## src/lzbd_fifo.sv

```systemverilog
// small register-based fifo used for the command and result queues
// depends on nothing but its parameters
module lzbd_fifo #(
    parameter int WIDTH = 8,
    parameter int DEPTH = 2
) (
    input  logic                         i_clk,
    input  logic                         i_rst_n,
    input  logic                         i_push,
    input  logic [WIDTH-1:0]             i_data,
    input  logic                         i_pop,
    output logic [WIDTH-1:0]             o_data,
    output logic                         o_empty,
    output logic [$clog2(DEPTH+1)-1:0]   o_level
);
    localparam int PW = $clog2(DEPTH);
    localparam int LW = $clog2(DEPTH + 1);

    logic [WIDTH-1:0] r_mem [DEPTH];
    logic [PW-1:0]    r_rd;
    logic [PW-1:0]    r_wr;
    logic [LW-1:0]    r_level;
    logic             do_push;
    logic             do_pop;

    assign do_push = i_push && (r_level != LW'(DEPTH));
    assign do_pop  = i_pop && (r_level != '0);

    always_ff @(posedge i_clk) begin
        if (!i_rst_n) begin
            r_rd    <= '0;
            r_wr    <= '0;
            r_level <= '0;
        end else begin
            if (do_push) begin
                r_wr <= (r_wr == PW'(DEPTH - 1)) ? '0 : r_wr + 1'b1;
            end
            if (do_pop) begin
                r_rd <= (r_rd == PW'(DEPTH - 1)) ? '0 : r_rd + 1'b1;
            end
            unique case ({do_push, do_pop})
                2'b10:   r_level <= r_level + 1'b1;
                2'b01:   r_level <= r_level - 1'b1;
                default: r_level <= r_level;
            endcase
        end
    end

    always_ff @(posedge i_clk) begin
        if (do_push) begin
            r_mem[r_wr] <= i_data;
        end
    end

    assign o_data  = r_mem[r_rd];
    assign o_empty = (r_level == '0);
    assign o_level = r_level;

endmodule

```

## config.mk

```make
export PLATFORM = sky130hd
export DESIGN_NAME = lzbd_fifo
export DESIGN_NICKNAME = d
export VERILOG_FILES = /design/src/lzbd_fifo.sv
export SDC_FILE = /design/constraint.sdc
export NUM_CORES = 1
export LEC_CHECK = 0
export ABC_AREA = 1
export BUFFER_PORTS_ARGS = -buffer_cell sky130_fd_sc_hd__buf_2
export CAP_MARGIN = 20
export CORE_AREA = 2 2 47 49
export DETAILED_ROUTE_END_ITERATION = 7
export DIE_AREA = 0 0 49 51
export GPL_TIMING_DRIVEN = 0
export PLACE_DENSITY = 0.69
export SLEW_MARGIN = 0
export SYNTH_ARGS = -nofsm -noshare
export SYNTH_HDL_FRONTEND = slang
export SYNTH_SLANG_ARGS = --single-unit
```

## constraint.sdc

```tcl
create_clock -name i_clk -period 1.3 [get_ports i_clk]
set_input_delay 0.13 -clock i_clk [delete_from_list [all_inputs] [get_ports i_clk]]
set_output_delay 0.13 -clock i_clk [all_outputs]
set_load 0.01 [all_outputs]
```

==> flow_metrics.py, run 1 <==
metrics = {
    "status": {
        "outcome": "complete, but fails checks",
        "violations": "negative setup slack",
    },
    "critical_path": {
        "path_max_fanout": 8,
        "r2r_slack_ns": 0.04,
        "arrival_ns": 1.22,
        "worst_setup_path_end_kind": "output port",
        "cp-start-kind": "register",
        "required_ns": 1.17,
        "criticalPathCategory": "reg2out",
    },
    "power": {
        "p_sw_frac": 0.299,
        "pwr_density_cell_mw_per_mm2": 1580,
        "pwr-share-seq": 0.476,
        "power.switching_mw": 0.559,
        "power_frac_clock": 0.163,
        "intPower_mw": 1.31,
        "p_total_mw": 1.87,
        "leakagePower_nw": 0.495,
        "irDropWorstVdd_uv": 998,
        "combPwrFrac": 0.361,
    },
    "drt": {
        "first_iter_violations": 6,
        "detail-route-antenna-nets": 0,
        "dr.pass1.iters": 4,
        "vias": 555,
        "wl_um": 1380,
        "drcViolationCount": 0,
        "routed_via_density": 4.55,
        "wl_per_cell_um": 11.3,
    },
    "global_route": {
        "antenna_found_initial": 0,
        "grt_pass1_vias": 529,
        "grt_max_degree": 13,
        "grt_usage": 0.124,
        "grt_pass1_wl_um": 2240,
        "grt_overflow_total": 0,
    },
    "timing": {
        "finalHoldViolCount": 0,
        "min_period_ns": 1.35,
        "clock_skew_ns": 0.00323,
        "slew_violations": 0,
        "maxSlewHeadroom": 0.835,
        "setup_viol": 8,
        "worst_pin_slew_ns": 0.247,
        "max_freq_mhz": 738,
        "finalWorstSetupSlack_ns": -0.0543,
        "fin_setup_tns_ns": -0.399,
        "min_period_over_period": 1.04,
        "rsz0062_at_grt": "yes",
    },
    "clock_tree": {
        "cts_sinks": 21,
        "cts_tree": "done",
        "clkSlewWorstSetupHoldPaths_ns": 0.11,
        "h-tree-depth": 1,
        "clock_latency_ns": 0.30,
        "cts_root_buffer": "clkbuf_4",
        "cts_made_buffers": 3,
        "clockBufferDepth": 2,
    },
    "die": {
        "core-area_mm2": 0.00206,
        "dieArea_mm2": 0.00250,
        "ios": 23,
        "rows": 17,
        "die_w_um": 49,
        "die_h_um": 51,
        "start_util": 0.404,
    },
    "cells_and_area": {
        "regArea_um2": 589,
        "antenna_cells": 0,
        "final_cell_area_mm2": 0.00118,
        "fill_cells": 199,
        "multiInputGateArea_um2": 277,
        "fin_nets": 108,
        "syn_to_final_growth_pct": 42.0,
        "finalNonFillerCells": 122,
        "drive_gt1_frac": 0.553,
    },
    "synthesis": {
        "seq_area_frac_synth": 0.696,
        "synthCells": 63,
        "yosys-top-cells-area": "edfxtp_1, dfxtp_1, mux2_2",
        "synth_area_leader_cell": "edfxtp_1",
        "synth_fp_nets": 76,
        "syn_avg_cell_area_um2": 13.2,
        "synth_area_um2": 835,
        "synth_seq_cells": 21,
        "yosysWarnings": 0,
        "yosysUniqueCellTypes": 17,
        "yosysTopAreaCellShare": 0.576,
    },
    "place": {
        "placed_area_um2": 1000,
        "numPortBuffers": 22,
        "dpl.hpwl_um": 931,
        "routabilityCongestion": 0.668,
        "dp_cells": 113,
    },
    "min_path": {
        "hold_path.class": "in2reg",
    },
    "job": {
        "drv_cap": 0,
    },
}
-- worst paths after layout --
path,from,endpoint,cells after the start
max,register,o_data[6],3
min,i_data[2],r_mem[1][2],1
max reg2reg,o_level[0],o_level[1],9
min reg2reg,r_rd,register,2
-- cells in the mapped netlist --
| cell | count |
|---|---|
| nor2_4 | 1 |
| nand4_1 | 1 |
| nor2_1 | 9 |
| nand2_1 | 7 |
| nor2_2 | 1 |
| inv_2 | 3 |
| mux2_2 | 8 |
| a21oi_1 | 1 |
| nand3_1 | 1 |
| ha_1 | 1 |
| dfxtp_1 | 5 |
| nand2_2 | 1 |
| edfxtp_1 | 16 |
| o21ai_0 | 1 |
| buf_2 | 1 |
| inv_1 | 5 |
| a21boi_2 | 1 |
-- state kept, by name, indices dropped and copies added, names as in the netlist, named ones only --
name	flops
o_level	2
r_mem	16
r_rd	1
r_wr	1
-- critical path: stages, from the launching register on --
cell and delay, ns:
dfxtp_2 0.35, buf_8 0.14, mux2_4 0.31, buf_6 0.12
-- final cells by class --
cell class              instances  area share
flip-flops and latches         21       0.497
multi-input cells              33       0.233
repair buffers                 27       0.173
inverters                       8      0.0306
well taps                      28      0.0296
clock buffers                   3      0.0190
plain buffers                   1      0.0127
clock inverters                 1     0.00422
-- placed cells by master (no fill, tap or decap), drive strengths merged --
cell type,n
buf,25
edfxtp,16
nor2,11
mux2,8
nand2,8
inv,7
dfxtp,5
clkbuf,3
dlygate4sd3,3
a21boi,1
nand3,1
clkinvlp,1
o21ai,1
a21oi,1
nand4,1
ha,1
clkinv,1
-- layer usage --
| layer | track usage | share of wire | up-vias | wire (um) |
|---|---|---|---|---|
| li1 | - | - | 273 | - |
| met1 | 0.131 | 0.43 | 257 | 589 |
| met2 | 0.217 | 0.50 | 20 | 686 |
| met3 | 0.0351 | 0.051 | 5 | 71 |
| met4 | 0.0857 | 0.024 | 0 | 33 |
| met5 | 0 | 0 | - | 0 |
-- stage by stage --
step / utilization / setup WS (ns) / hold slack [ns]
after floorplan: - / 0.0162 / 0.229
after global placement: 0.485 / -0.0997 / 0.319
after detailed placement: 0.485 / -0.0907 / 0.324
after CTS: 0.549 / -0.0874 / 0.00701
after global routing: 0.574 / -0.101 / 0.0000963
final: 0.574 / -0.0543 / 0.0143
-- power groups by stage --
stage	clock, mW	sequential, mW	combinational [mW]
after floorplan	0	0.892	0.332
after global placement	0	0.886	0.477
after detailed placement	0	0.891	0.489
after CTS	0.308	0.886	0.635
after global routing	0.339	0.900	0.741
final	0.304	0.889	0.673
-- logic make-up after synthesis --
family	synth area share
AND/OR/NAND/NOR	0.114
flip-flops	0.696
buffers and inverters	0.0420
multiplexers	0.108
AO/OA/AOI/OAI	0.0255
adder cells (fa/ha/maj)	0.0150
-- timing repair --
action	CTS	global route
setup buffers	2	0
hold endpoints to repair	0	6
endpoints found under the setup margin	17	18
hold buffers	0	3
gates resized for setup	21	7
pin swaps	1	4
Note: power is estimated with default switching activity, not from simulation.
==> run 2: changes to the inputs <==
--- a/config.mk
+++ b/config.mk
@@ -5,14 +5,13 @@
 export SDC_FILE = /design/constraint.sdc
 export NUM_CORES = 1
 export LEC_CHECK = 0
-export ABC_AREA = 1
 export BUFFER_PORTS_ARGS = -buffer_cell sky130_fd_sc_hd__buf_2
 export CAP_MARGIN = 20
-export CORE_AREA = 2 2 47 49
+export CORE_AREA = 2 2 46 48
 export DETAILED_ROUTE_END_ITERATION = 7
-export DIE_AREA = 0 0 49 51
+export DIE_AREA = 0 0 48 50
 export GPL_TIMING_DRIVEN = 0
-export PLACE_DENSITY = 0.69
+export PLACE_DENSITY = 0.7
 export SLEW_MARGIN = 0
 export SYNTH_ARGS = -nofsm -noshare
 export SYNTH_HDL_FRONTEND = slang
==> run 2 against run 1 <==
  * The flow still finishes with violations (negative setup slack)
  * Sequential share of layout area up 1.5 points
  * Hold slack lost 0.0021 ns
  * Combinational power is 50% higher
  * Flip-flop and latch count unchanged
  * Power increased by 22%
  * Critical path depth grew 2
  * Cell count shrank 13%
  * Register-to-register slack worse by 0.11 ns
  * Die area decreased by 4.0%
  * Via count shrank 11%
  * Critical path type is now reg2reg
==> flow_metrics.py, run 2 <==
metrics = {
    "synthesis": {
        "synth_seq_cells": 21,
        "synth_fp_nets": 63,
        "async_reset_ff_frac": 0,
        "yosysWarnings": 0,
        "yosys-top-cells-area": "edfxtp_1, dfxtp_1, mux2_2",
        "synthCells": 50,
        "synth-edff-count": 16,
        "seq_area_frac_synth": 0.720,
        "syn_avg_cell_area_um2": 16.1,
        "synthFlopType": "edfxtp_1",
        "synthTopCellsByCount": "edfxtp_1, mux2_2, dfxtp_1, xnor2_1",
        "yosysTopAreaCellShare": 0.596,
        "yosysUniqueCellTypes": 18,
        "post-synth-top-count-cell": "edfxtp_1",
        "synth_area_leader_cell": "edfxtp_1",
        "synth_area_um2": 806,
    },
    "critical_path": {
        "path_max_fanout": 4,
        "arrival_ns": 1.60,
        "cp-start-kind": "register",
        "criticalPathCategory": "reg2reg",
        "required_ns": 1.53,
        "worst_setup_path_end_kind": "register",
    },
    "cells_and_area": {
        "drive_gt1_frac": 0.570,
        "fin_nets": 93,
        "largest_reg_flops": 16,
        "fill_cells": 151,
        "layout_common_cells": "edfxtp_1, buf_2, mux2_4, buf_6, clkbuf_4",
        "finalNonFillerCells": 106,
        "regMostFlops": "r_mem",
        "syn_to_final_growth_pct": 42.2,
        "antenna_cells": 0,
        "fin_util": 0.603,
        "final_common_cell": "edfxtp_1",
    },
    "timing": {
        "min_period_ns": 1.37,
        "rsz0062_at_grt": "yes",
        "maxSlewHeadroom": 0.797,
        "worst_pin_slew_ns": 0.305,
        "clock_skew_ns": 0.00351,
        "max_freq_mhz": 731,
        "hold_slack_ns": 0.0121,
        "finalHoldViolCount": 0,
        "slew_violations": 0,
        "setup_viol": 9,
        "finalWorstSetupSlack_ns": -0.0687,
        "min_period_over_period": 1.05,
    },
    "place": {
        "pre_cts_ws_ns": -0.203,
        "dpl.hpwl_um": 878,
        "dp_cells": 99,
        "routabilityCongestion": 0.632,
        "numPortBuffers": 22,
    },
    "die": {
        "die_w_um": 48,
        "rows": 16,
        "core-area_mm2": 0.00190,
        "ios": 23,
        "die_h_um": 50,
        "start_util": 0.424,
        "dieArea_mm2": 0.00240,
    },
    "power": {
        "power_frac_clock": 0.133,
        "p_total_mw": 2.27,
        "pwr_density_cell_mw_per_mm2": 1980,
        "power.switching_mw": 0.669,
        "intPower_mw": 1.60,
        "p_sw_frac": 0.294,
        "irDropWorstVdd_uv": 1420,
        "combPwrFrac": 0.446,
        "leakagePower_nw": 0.453,
        "pwr-share-seq": 0.421,
    },
    "status": {
        "outcome": "complete, but fails checks",
        "violations": "negative setup slack",
    },
    "drt": {
        "routed_via_density": 4.67,
        "dr.pass1.iters": 3,
        "vias": 495,
        "detail-route-antenna-nets": 0,
        "drcViolationCount": 0,
        "wl_per_cell_um": 13.1,
        "first_iter_violations": 1,
        "wl_um": 1390,
    },
    "clock_tree": {
        "clockBufferDepth": 2,
        "cts_root_buffer": "clkbuf_4",
        "cts_made_buffers": 3,
        "h-tree-depth": 1,
        "clkSlewWorstSetupHoldPaths_ns": 0.11,
        "cts_tree": "done",
        "clock_latency_ns": 0.30,
        "cts_sinks": 21,
    },
    "global_route": {
        "antenna_found_initial": 0,
        "grt_usage": 0.121,
        "grt_max_degree": 12,
        "grt_overflow_total": 0,
        "grt_pass1_vias": 496,
        "grt_pass1_wl_um": 1990,
    },
    "min_path": {
        "hold_path.class": "in2reg",
    },
    "job": {
        "drv_cap": 0,
    },
}
-- run 2: worst max-delay path, cell delays in order, from the launching register on --
cell      delay (ns)
dfxtp_4         0.36
o21a_4          0.23
ha_4            0.16
xnor2_2         0.12
or3_1           0.30
a21boi_1        0.13
-- run 2: repair_timing --
| action | in CTS | in global routing |
|---|---|---|
| endpoints found under the setup margin | 17 | 17 |
| hold buffers | 0 | 1 |
| endpoints found under the hold margin | 0 | 2 |
| resized for setup | 13 | 11 |
| buffers inserted | 2 | 0 |
-- run 2: area by class of cell --
cell class              count  area, um2  share of cell area
clock buffers               4       26.3              0.0229
flip-flops and latches     21        587               0.512
inverters                   2       7.51             0.00655
repair buffers             25        185               0.162
plain buffers               1       15.0              0.0131
multi-input cells          26        292               0.254
well taps                  27       33.8              0.0295
-- run 2: worst paths after layout --
kind / from / end / slack [ns] / depth (start not counted)
worst max-delay path: o_level[0] / o_level[1] / -0.07 / 5
worst min-delay path: i_data[5] / r_mem[0][5] / 0.01 / 1
worst max register to register: o_level[0] / o_level[1] / -0.07 / 5
worst min register to register: r_rd / r_rd / 0.55 / 2
-- run 2: logic make-up after synthesis --
logic type,count (synthesis),share of synthesized area
buffers and inverters,3,0.0155
adders and majority gates,1,0.0155
DFF,21,0.721
xor gates and xnor gates,3,0.0326
and+or+nand+nor,9,0.0590
muxes,8,0.112
AOI/OAI and AO/OA,5,0.0450
-- run 2: metrics by stage --
| stage | setup TNS, ns | instance area, um2 |
|---|---|---|
| finish | -0.480 | 1150 |
| global route | -0.891 | 1150 |
| CTS | -0.608 | 1090 |
| detailed placement | -1.68 | 983 |
| global placement | -1.61 | 983 |
| floorplan | -0.258 | 840 |
-- run 2: power by group through the flow --
| stage | clock [mW] | combinational (mW) | sequential [mW] |
|---|---|---|---|
| floorplan | 0 | 0.490 | 0.974 |
| global placement | 0 | 0.696 | 0.969 |
| detailed placement | 0 | 0.710 | 0.973 |
| CTS | 0.314 | 0.904 | 0.949 |
| global route | 0.333 | 1.11 | 0.972 |
| finish | 0.301 | 1.01 | 0.956 |
-- run 2: per-layer routing --
metal,global-route usage,up-vias,wire length [um]
li1,-,239,-
met1,0.127,234,530
met2,0.191,18,724
met3,0.0440,4,97
met4,0.0811,0,36
met5,0,-,0
