===== config.mk =====
export PLATFORM = sky130hd
export DESIGN_NAME = lzbd_front
export DESIGN_NICKNAME = d
export VERILOG_FILES = /design/src/lzbd_pkg.sv /design/src/lzbd_front.sv
export SDC_FILE = /design/constraint.sdc
export NUM_CORES = 1
export LEC_CHECK = 0
export BUFFER_PORTS_ARGS = -buffer_cell sky130_fd_sc_hd__buf_2
export CAP_MARGIN = 20
export CORE_MARGIN = 2
export CORE_UTILIZATION = 45
export DETAILED_ROUTE_END_ITERATION = 16
export HOLD_SLACK_MARGIN = 0.12
export PLACE_DENSITY = 0.71
export SYNTH_ARGS = -nofsm -noshare
export SYNTH_HDL_FRONTEND = slang
export SYNTH_SLANG_ARGS = --single-unit

===== constraint.sdc =====
create_clock -name i_clk -period 2.2 [get_ports i_clk]
set_input_delay 0.11 -clock i_clk [delete_from_list [all_inputs] [get_ports i_clk]]
set_output_delay 0.11 -clock i_clk [all_outputs]
set_load 0.01 [all_outputs]

===== src/lzbd_pkg.sv =====
// shared types and constants of the lz back-reference decompressor
// no dependencies; used by every rtl file of the block but the fifo
package lzbd_pkg;

    localparam int HISTORY_DEPTH_DEF = 65536;
    localparam int DIST_W            = 17;
    localparam int LEN_W             = 7;
    localparam int CMD_DEPTH         = 2;
    localparam int OUT_DEPTH         = 4;

    localparam logic [7:0] LEN_MASK = 8'h3f;

    localparam logic [1:0] ERR_NONE = 2'd0;
    localparam logic [1:0] ERR_DIST = 2'd1;
    localparam logic [1:0] ERR_END  = 2'd2;

    typedef enum logic [1:0] {
        CMD_LIT,
        CMD_COPY,
        CMD_END
    } t_cmd_kind;

    // one decoded token handed from parser to executor
    typedef struct packed {
        t_cmd_kind               kind;
        logic [7:0]              data;
        logic [DIST_W-1:0]       offset;
        logic [LEN_W-1:0]        len;
        logic                    end_err;
        logic                    restart;
    } t_cmd;

    typedef struct packed {
        logic [7:0] data;
        logic       last;
        logic [1:0] err;
    } t_result;

endpackage


===== src/lzbd_front.sv =====
// token parser: classifies compressed bytes and emits commands
// depends on lzbd_pkg
module lzbd_front (
    input  logic            i_clk,
    input  logic            i_rst_n,
    input  logic            i_accept,
    input  logic [7:0]      i_byte,
    input  logic            i_last,
    output logic            o_cmd_push,
    output lzbd_pkg::t_cmd  o_cmd
);
    typedef enum logic [1:0] {
        PH_IDLE,
        PH_LIT,
        PH_DHI,
        PH_DLO
    } t_phase;

    t_phase                        r_phase, n_phase;
    logic [7:0]                    r_lit, n_lit;
    logic [lzbd_pkg::LEN_W-1:0]    r_len, n_len;
    logic [7:0]                    r_dhi, n_dhi;
    logic [7:0]                    lit_dec;
    logic                          emit;
    lzbd_pkg::t_cmd                cmd;

    always_comb begin
        n_phase     = r_phase;
        n_lit       = r_lit;
        n_len       = r_len;
        n_dhi       = r_dhi;
        emit        = 1'b0;
        lit_dec     = (r_lit != '0) ? r_lit - 8'd1 : '0;
        cmd.kind    = lzbd_pkg::CMD_END;
        cmd.data    = i_byte;
        cmd.offset  = lzbd_pkg::DIST_W'({r_dhi, i_byte}) + lzbd_pkg::DIST_W'(1);
        cmd.len     = r_len;
        cmd.end_err = 1'b0;
        cmd.restart = i_last;

        unique case (r_phase)
            PH_IDLE: begin
                if (!i_byte[7]) begin
                    n_lit   = 8'({1'b0, i_byte[6:0]}) + 8'd1;
                    n_phase = PH_LIT;
                end else begin
                    n_len   = lzbd_pkg::LEN_W'(i_byte & lzbd_pkg::LEN_MASK)
                              + lzbd_pkg::LEN_W'(1);
                    n_dhi   = '0;
                    n_phase = i_byte[6] ? PH_DLO : PH_DHI;
                end
            end
            PH_LIT: begin
                emit     = 1'b1;
                cmd.kind = lzbd_pkg::CMD_LIT;
                n_lit    = lit_dec;
                n_phase  = (lit_dec == '0) ? PH_IDLE : PH_LIT;
            end
            PH_DHI: begin
                n_dhi   = i_byte;
                n_phase = PH_DLO;
            end
            PH_DLO: begin
                emit     = 1'b1;
                cmd.kind = lzbd_pkg::CMD_COPY;
                n_phase  = PH_IDLE;
                n_dhi    = '0;
                n_len    = '0;
            end
            default: begin
                n_phase = PH_IDLE;
            end
        endcase

        // end of stream: flag an unfinished token, then restart the parser
        if (i_last) begin
            emit        = 1'b1;
            cmd.end_err = (n_phase != PH_IDLE);
            n_phase     = PH_IDLE;
            n_lit       = '0;
            n_len       = '0;
            n_dhi       = '0;
        end
    end

    always_ff @(posedge i_clk) begin
        if (!i_rst_n) begin
            r_phase <= PH_IDLE;
            r_lit   <= '0;
            r_len   <= '0;
            r_dhi   <= '0;
        end else if (i_accept) begin
            r_phase <= n_phase;
            r_lit   <= n_lit;
            r_len   <= n_len;
            r_dhi   <= n_dhi;
        end
    end

    assign o_cmd_push = i_accept && emit;
    assign o_cmd      = cmd;

endmodule


==> results of run 1 <==
## registers in the layout, indices dropped and copies added, names as in the netlist
| register | flops |
|---|---|
| r_dhi | 8 |
| r_lit | 8 |
| r_len | 7 |
| r_phase | 2 |
## area by class of cell
cell class,instances,area (sq um)
flip-flops and latches,25,503
repair buffers,61,355
clock buffers,3,22.5
clock inverters,1,7.51
multi-input cells,161,997
fillers,335,1420
inverters,7,26.3
well taps,46,57.6
## worst max-delay path: stages, from the launching register on
cell and delay (ps):
dfxtp_2 350, or4_4 540, or3_4 350, a21oi_2 120
a21oi_1 60, and2_1 160, buf_2 130
## cells by family (layout without fill, tap and decap cells)
kind of cell	after synthesis	after routing	synth area share
flip-flops	25	25	0.312
XOR/XNOR	15	15	0.0819
AO/OA/AOI/OAI	44	44	0.205
buffers and inverters	21	72	0.0702
AND/OR/NAND/NOR	98	98	0.301
multiplexers	1	1	0.00624
adder cells (fa/ha/maj)	3	3	0.0234
## routing by layer
layer / vias to the layer above / wire, um / GRT usage
li1: 820 / - / -
met4: 0 / 80 / 0.0924
met2: 56 / 1870 / 0.339
met3: 6 / 250 / 0.0286
met5: - / 0 / 0
met1: 740 / 1910 / 0.285
## layout by cell type (no fill, tap or decap), drive strengths merged, types with 5 or more instances in the layout
cell / n
buf: 54
dlygate4sd3: 7
o21ai: 8
nand2b: 5
a21boi: 15
xnor2: 11
nor2: 22
nand3: 20
nand2: 27
dfxtp: 25
inv: 7
## metrics by stage
stage	hold WS [ps]	cell area, sq um
floorplan	264	1600
global placement	430	1840
detailed placement	432	1840
CTS	144	1960
global route	141	1970
finish	148	1970
## worst paths after layout
path,startpoint,slack (ps),to,depth (start not counted)
worst min register to register,r_len[4]$_SDFFE_PN0P_,470,r_len[4]$_SDFFE_PN0P_,2
worst min-delay path,i_last,150,r_phase[1]$_SDFFE_PN0P_,3
worst max-delay path,r_lit[5]$_SDFFE_PN0P_,60,o_cmd[1],6
worst max register to register,r_lit[5]$_SDFFE_PN0P_,260,r_lit[6]$_SDFFE_PN0P_,5
## power groups by stage
stage	Sequential (mW)	Combinational (mW)	Clock [mW]
2_1_floorplan	0.487	0.156	0
3_3_place_gp	0.489	0.226	0
3_5_place_dp	0.489	0.227	0
4_1_cts	0.479	0.248	0.221
5_1_grt	0.482	0.277	0.246
6_report	0.479	0.251	0.215
## repair_timing
item / 4_1_cts / 5_1_grt
buffers inserted: 3 / 0
gates cloned: 0 / 0
pin swaps: 2 / 1
setup endpoints to repair: 1 / 2
gates resized for setup: 2 / 2
hold buffers: 7 / 0
endpoints found under the hold margin: 7 / 0
==> impl_results.md, run 1 <==
* Number of enable flip-flop cells after synthesis at 0
* Cell variety after synth at 44
* Layout cell share with drive strength beyond 1 at 0.256
* Final setup viols at 0
* Comb power frac at 0.266
* Clock transition at the registers of the reported paths at 150 ps
* Non-Filler Instances at 304
* Power Total at 945 uW
* Core Util, Final at 0.581
* Drt pass-1 iters at 4
* Max-slew violations at 0
* Wirelength per Cell at 13.5 um
* Mapped Avg Cell Area at 7.75 sq um
* Antenna cells at 0
* Peak supply drop at 0.000238 V
* Synthesized flop and latch total at 25
* Final Hold Vio Count at 0
* Largest net degree at the start of global routing at 20
* Vias post-DR at 1,622
* P_leak at 0.833 nW
* Drt via density at 5.34
* Clock Power Share at 0.228
* PwrDens at 480 nW/um^2
* Flop pwr share at 0.507
* Switch share at 0.320
* Overall routing resource usage at 0.212
* Post-Syn Area at 1600 sq um
* Synth warn at 0
* Critical Path End Type: output pin
* Buffers added on ports at 48
* Main synth FF type: dfxtp_1
* Sequential element share of the synthesized area at 0.312
* Period utilization at 0.973
* Post-detail-place hpwl at 2990 um
* Worst-margin pin slew at 521 ps
* Syn_nets at 222
* Slew margin rel. at 0.651
* Worst Path Class, Setup: register to output pin
* Most common cell in the synthesized netlist: nand2_1
* Die W at 63.7 um
* Ys async rst share at 0
* Worst setup margin at 60.0 ps
* Max Fanout on Critical Path at 2
* Antenna violations before repair at 0
* Max Cap Violations at 0
* Initial DRC Count at 79
* Root Driver: clkbuf_4
* Final WL at 4110 um
* Post-DRT Antenna Nets at 0
* Post-synth top area share at 0.312
* Worst EP required at 2090 ps
* Fin nets at 274
* Htree depth at 1
* Cell row count at 21
* Placed cells at 290
* CTS tree: built
* Top cells by area, synth: dfxtp_1, a21boi_0, nand3_1
* Final setup TNS at 0 ps
* Starting Density at 0.473
* Worst Hold Class: input pin to register
* CTS buffer count at 3
* Die area at 4060 sq um
* Skew-Pair Late Insertion Delay at 320 ps
* Die Height at 63.7 um
* Yosys top cell by area: dfxtp_1
* DRC Markers at 0
* Status: complete, no violations
* Psw at 302 uW
* Num ports at 49
* P&R area growth vs syn at 22.8%
* Max frequency at 467 MHz
* Post-Syn Instances at 207
* Pint at 643 uW
* Clock net sink count at 25
* Data arrival, critical path at 2030 ps
* Vias in the first global route at 1,474
* Clock Skews at 5.37 ps
* Crit path launch type: register
* Clock buffer depth at 2
* First-pass GRT wire length at 6810 um
* Tmin final at 2140 ps
* RSZ-0062 raised after global routing: true
* Final global-route overflow total at 0
* Synth cell count leaders: nand2_1, dfxtp_1, nor2_1
* RD Place Congestion at 0.839
* Post-Place Worst Slack at 250 ps
* Core box area at 3390 sq um
(Power assumes the default switching activity.)
==> run 2: changes to the inputs <==
--- a/config.mk
+++ b/config.mk
@@ -12,6 +12,7 @@
 export DETAILED_ROUTE_END_ITERATION = 16
 export HOLD_SLACK_MARGIN = 0.12
 export PLACE_DENSITY = 0.71
+export SETUP_SLACK_MARGIN = 0.3
 export SYNTH_ARGS = -nofsm -noshare
 export SYNTH_HDL_FRONTEND = slang
 export SYNTH_SLANG_ARGS = --single-unit
==> impl_results.md, run 2 (same netlist as run 1, synthesis figures left out) <==
* Status: complete, no violations
* Max Fanout on Critical Path at 2 (unchanged)
* Final global-route overflow total at 0 (unchanged)
* Non-Filler Instances at 305 (+0.33%)
* Worst setup margin at 72.1 ps (+12.1 ps)
* Fillers at 332 (-0.90%)
* Slew margin rel. at 0.654 (+0.00314)
* R2r endpoint: r_lit[6]$_SDFFE_PN0P_
* Register area at 505 sq um (+0.50%)
* Hold Path Depth at 3 (unchanged)
* Fin nets at 275 (+0.36%)
* Cell row count at 21 (unchanged)
* P&R area growth vs syn at 23.7%
* Root Driver: clkbuf_4
* Critical Path End Type: output pin
* Drt pass-1 iters at 4 (unchanged)
* Final setup viols at 0 (unchanged)
* Antenna cells at 0 (unchanged)
* Hold endpoint: r_phase[1]$_SDFFE_PN0P_
* Core box area at 3390 sq um (unchanged)
* Starting Density at 0.473 (unchanged)
* Data arrival, critical path at 2020 ps (about the same)
* Multi-input gate area at 998 sq um (+0.13%)
* PwrDens at 479 nW/um^2 (-0.26%)
* Worst Path Class, Setup: register to output pin
* DRC Markers at 0 (unchanged)
* Skew-Pair Late Insertion Delay at 330 ps (about the same)
* Peak supply drop at 0.000240 V (+1.1%)
* Power Total at 950 uW (+0.50%)
* First-pass GRT wire length at 6970 um (+2.3%)
* Initial DRC Count at 62 (-22%)
* Htree depth at 1 (unchanged)
* Startpoint of the worst hold path: i_last
* R2r setup slk at 310 ps (+50 ps)
* Tmin final at 2130 ps (-12.1 ps)
* Largest net degree at the start of global routing at 20 (unchanged)
* P_leak at 0.841 nW (+0.94%)
* Die W at 63.7 um (unchanged)
* Worst r2r path cells at 6 (+1)
* Drt via density at 5.41 (+1.3%)
* CTS buffer count at 3 (unchanged)
* Layout cell share with drive strength beyond 1 at 0.266 (+0.0106)
* Worst-margin pin slew at 516 ps (-4.67 ps)
* Largest registers: r_dhi: 8 flops, r_lit: 8 flops, r_len: 7 flops
* CTS tree: built
* Wirelength per Cell at 13.7 um (+1.2%)
* Buffers added on ports at 48 (unchanged)
* Max-slew violations at 0 (unchanged)
* Most common cell after layout, fill and taps aside: buf_2
* Clock transition at the registers of the reported paths at 150 ps (about the same)
* Post-Place Worst Slack at 250 ps (unchanged)
* Antenna violations before repair at 0 (unchanged)
* Post-detail-place hpwl at 2990 um (unchanged)
* Num ports at 49 (unchanged)
* Max Cap Violations at 0 (unchanged)
* Most frequent cells in the layout: buf_2, nand2_1, nor2_1
* Clock Skews at 6.42 ps (+1.05 ps)
* RD Place Congestion at 0.839 (unchanged)
* Die Height at 63.7 um (unchanged)
* Crit path launch type: register
* Vias in the first global route at 1,489 (+1.0%)
* Max frequency at 470 MHz (+0.57%)
* Worst Hold Class: input pin to register
* Final WL at 4170 um (+1.6%)
* Worst EP required at 2090 ps (about the same)
* Period utilization at 0.967 (-0.00550)
* Overall routing resource usage at 0.217 (+0.00487)
* Clock net sink count at 25 (unchanged)
* RR Startpoint: r_lit[5]$_SDFFE_PN0P_
* Vias post-DR at 1,649 (+1.7%)
* RSZ-0062 raised after global routing: true
* Final Hold Vio Count at 0 (unchanged)
* Die area at 4060 sq um (unchanged)
* Clock buffer depth at 2 (unchanged)
* Placed cells at 290 (unchanged)
* Post-DRT Antenna Nets at 0 (unchanged)
run 2: cell types whose count changed in the layout (fill, tap and decap cells not counted), moves of 2 or more:
cell	previous run	this run
dfxtp_2	2	4
o21ai_1	2	6
dfxtp_1	23	21
o21ai_0	6	2
run 2: report_power, final:
part / leakage (nW) / switching, mW / internal, mW / total (mW)
Combinational: 0.623 / 0.145 / 0.108 / 0.253
Sequential: 0.205 / 0.0127 / 0.466 / 0.479
Clock: 0.0139 / 0.149 / 0.0696 / 0.218
run 2: how the worst max path moves through the flow:
stage / startpoint / endpoint / slack, ps / cells after the start
after floorplan: r_lit[5]$_SDFFE_PN0P_ / r_lit[0]$_SDFFE_PN0P_ / 430 / 5
after global placement: r_lit[5]$_SDFFE_PN0P_ / o_cmd[1] / 270 / 6
after detailed placement: r_lit[5]$_SDFFE_PN0P_ / o_cmd[1] / 250 / 6
after CTS: r_lit[5]$_SDFFE_PN0P_ / o_cmd[1] / 70 / 6
after global routing: r_lit[5]$_SDFFE_PN0P_ / o_cmd[1] / -1 / 6
final: r_lit[5]$_SDFFE_PN0P_ / o_cmd[1] / 70 / 6
run 2: stage by stage:
stage | area, sq um | utilization | hold slack, ps | TNS [ps]
after global placement | 1840 | 0.542 | 430 | 0
final | 1980 | 0.585 | 145 | 0
after floorplan | 1600 | - | 264 | 0
after detailed placement | 1840 | 0.542 | 432 | 0
after global routing | 1980 | 0.585 | 141 | -1.06
after CTS | 1970 | 0.581 | 144 | 0
run 2: area by class of cell:
type                            instances  share of cell area
Multi-Input combinational cell        161               0.503
Sequential cell                        25               0.255
Timing Repair Buffer                   62               0.185
Tap cell                               46              0.0290
Inverter                                7              0.0132
Clock buffer                            3              0.0113
Clock inverter                          1             0.00378
run 2: timing repair:
item	CTS	global route
resized for setup	4	7
endpoints found under the hold margin	7	0
pin swaps	4	0
setup buffers	3	1
cloned	0	0
hold buffers	7	0
endpoints found under the setup margin	1	8
run 2: worst max-delay path, stage by stage (launching register included):
cell and delay, ps:
dfxtp_2 350, or4_4 540, or3_4 350, a21oi_2 140, a21oi_2 50, and2_1 140, buf_2 130
run 2: metal layers:
metal | global-route usage | wire (um) | up-vias
met2 | 0.341 | 1930 | 52
met3 | 0.0321 | 212 | 4
met1 | 0.293 | 1970 | 774
li1 | - | - | 819
met5 | 0 | 0 | -
met4 | 0.0978 | 57 | 0
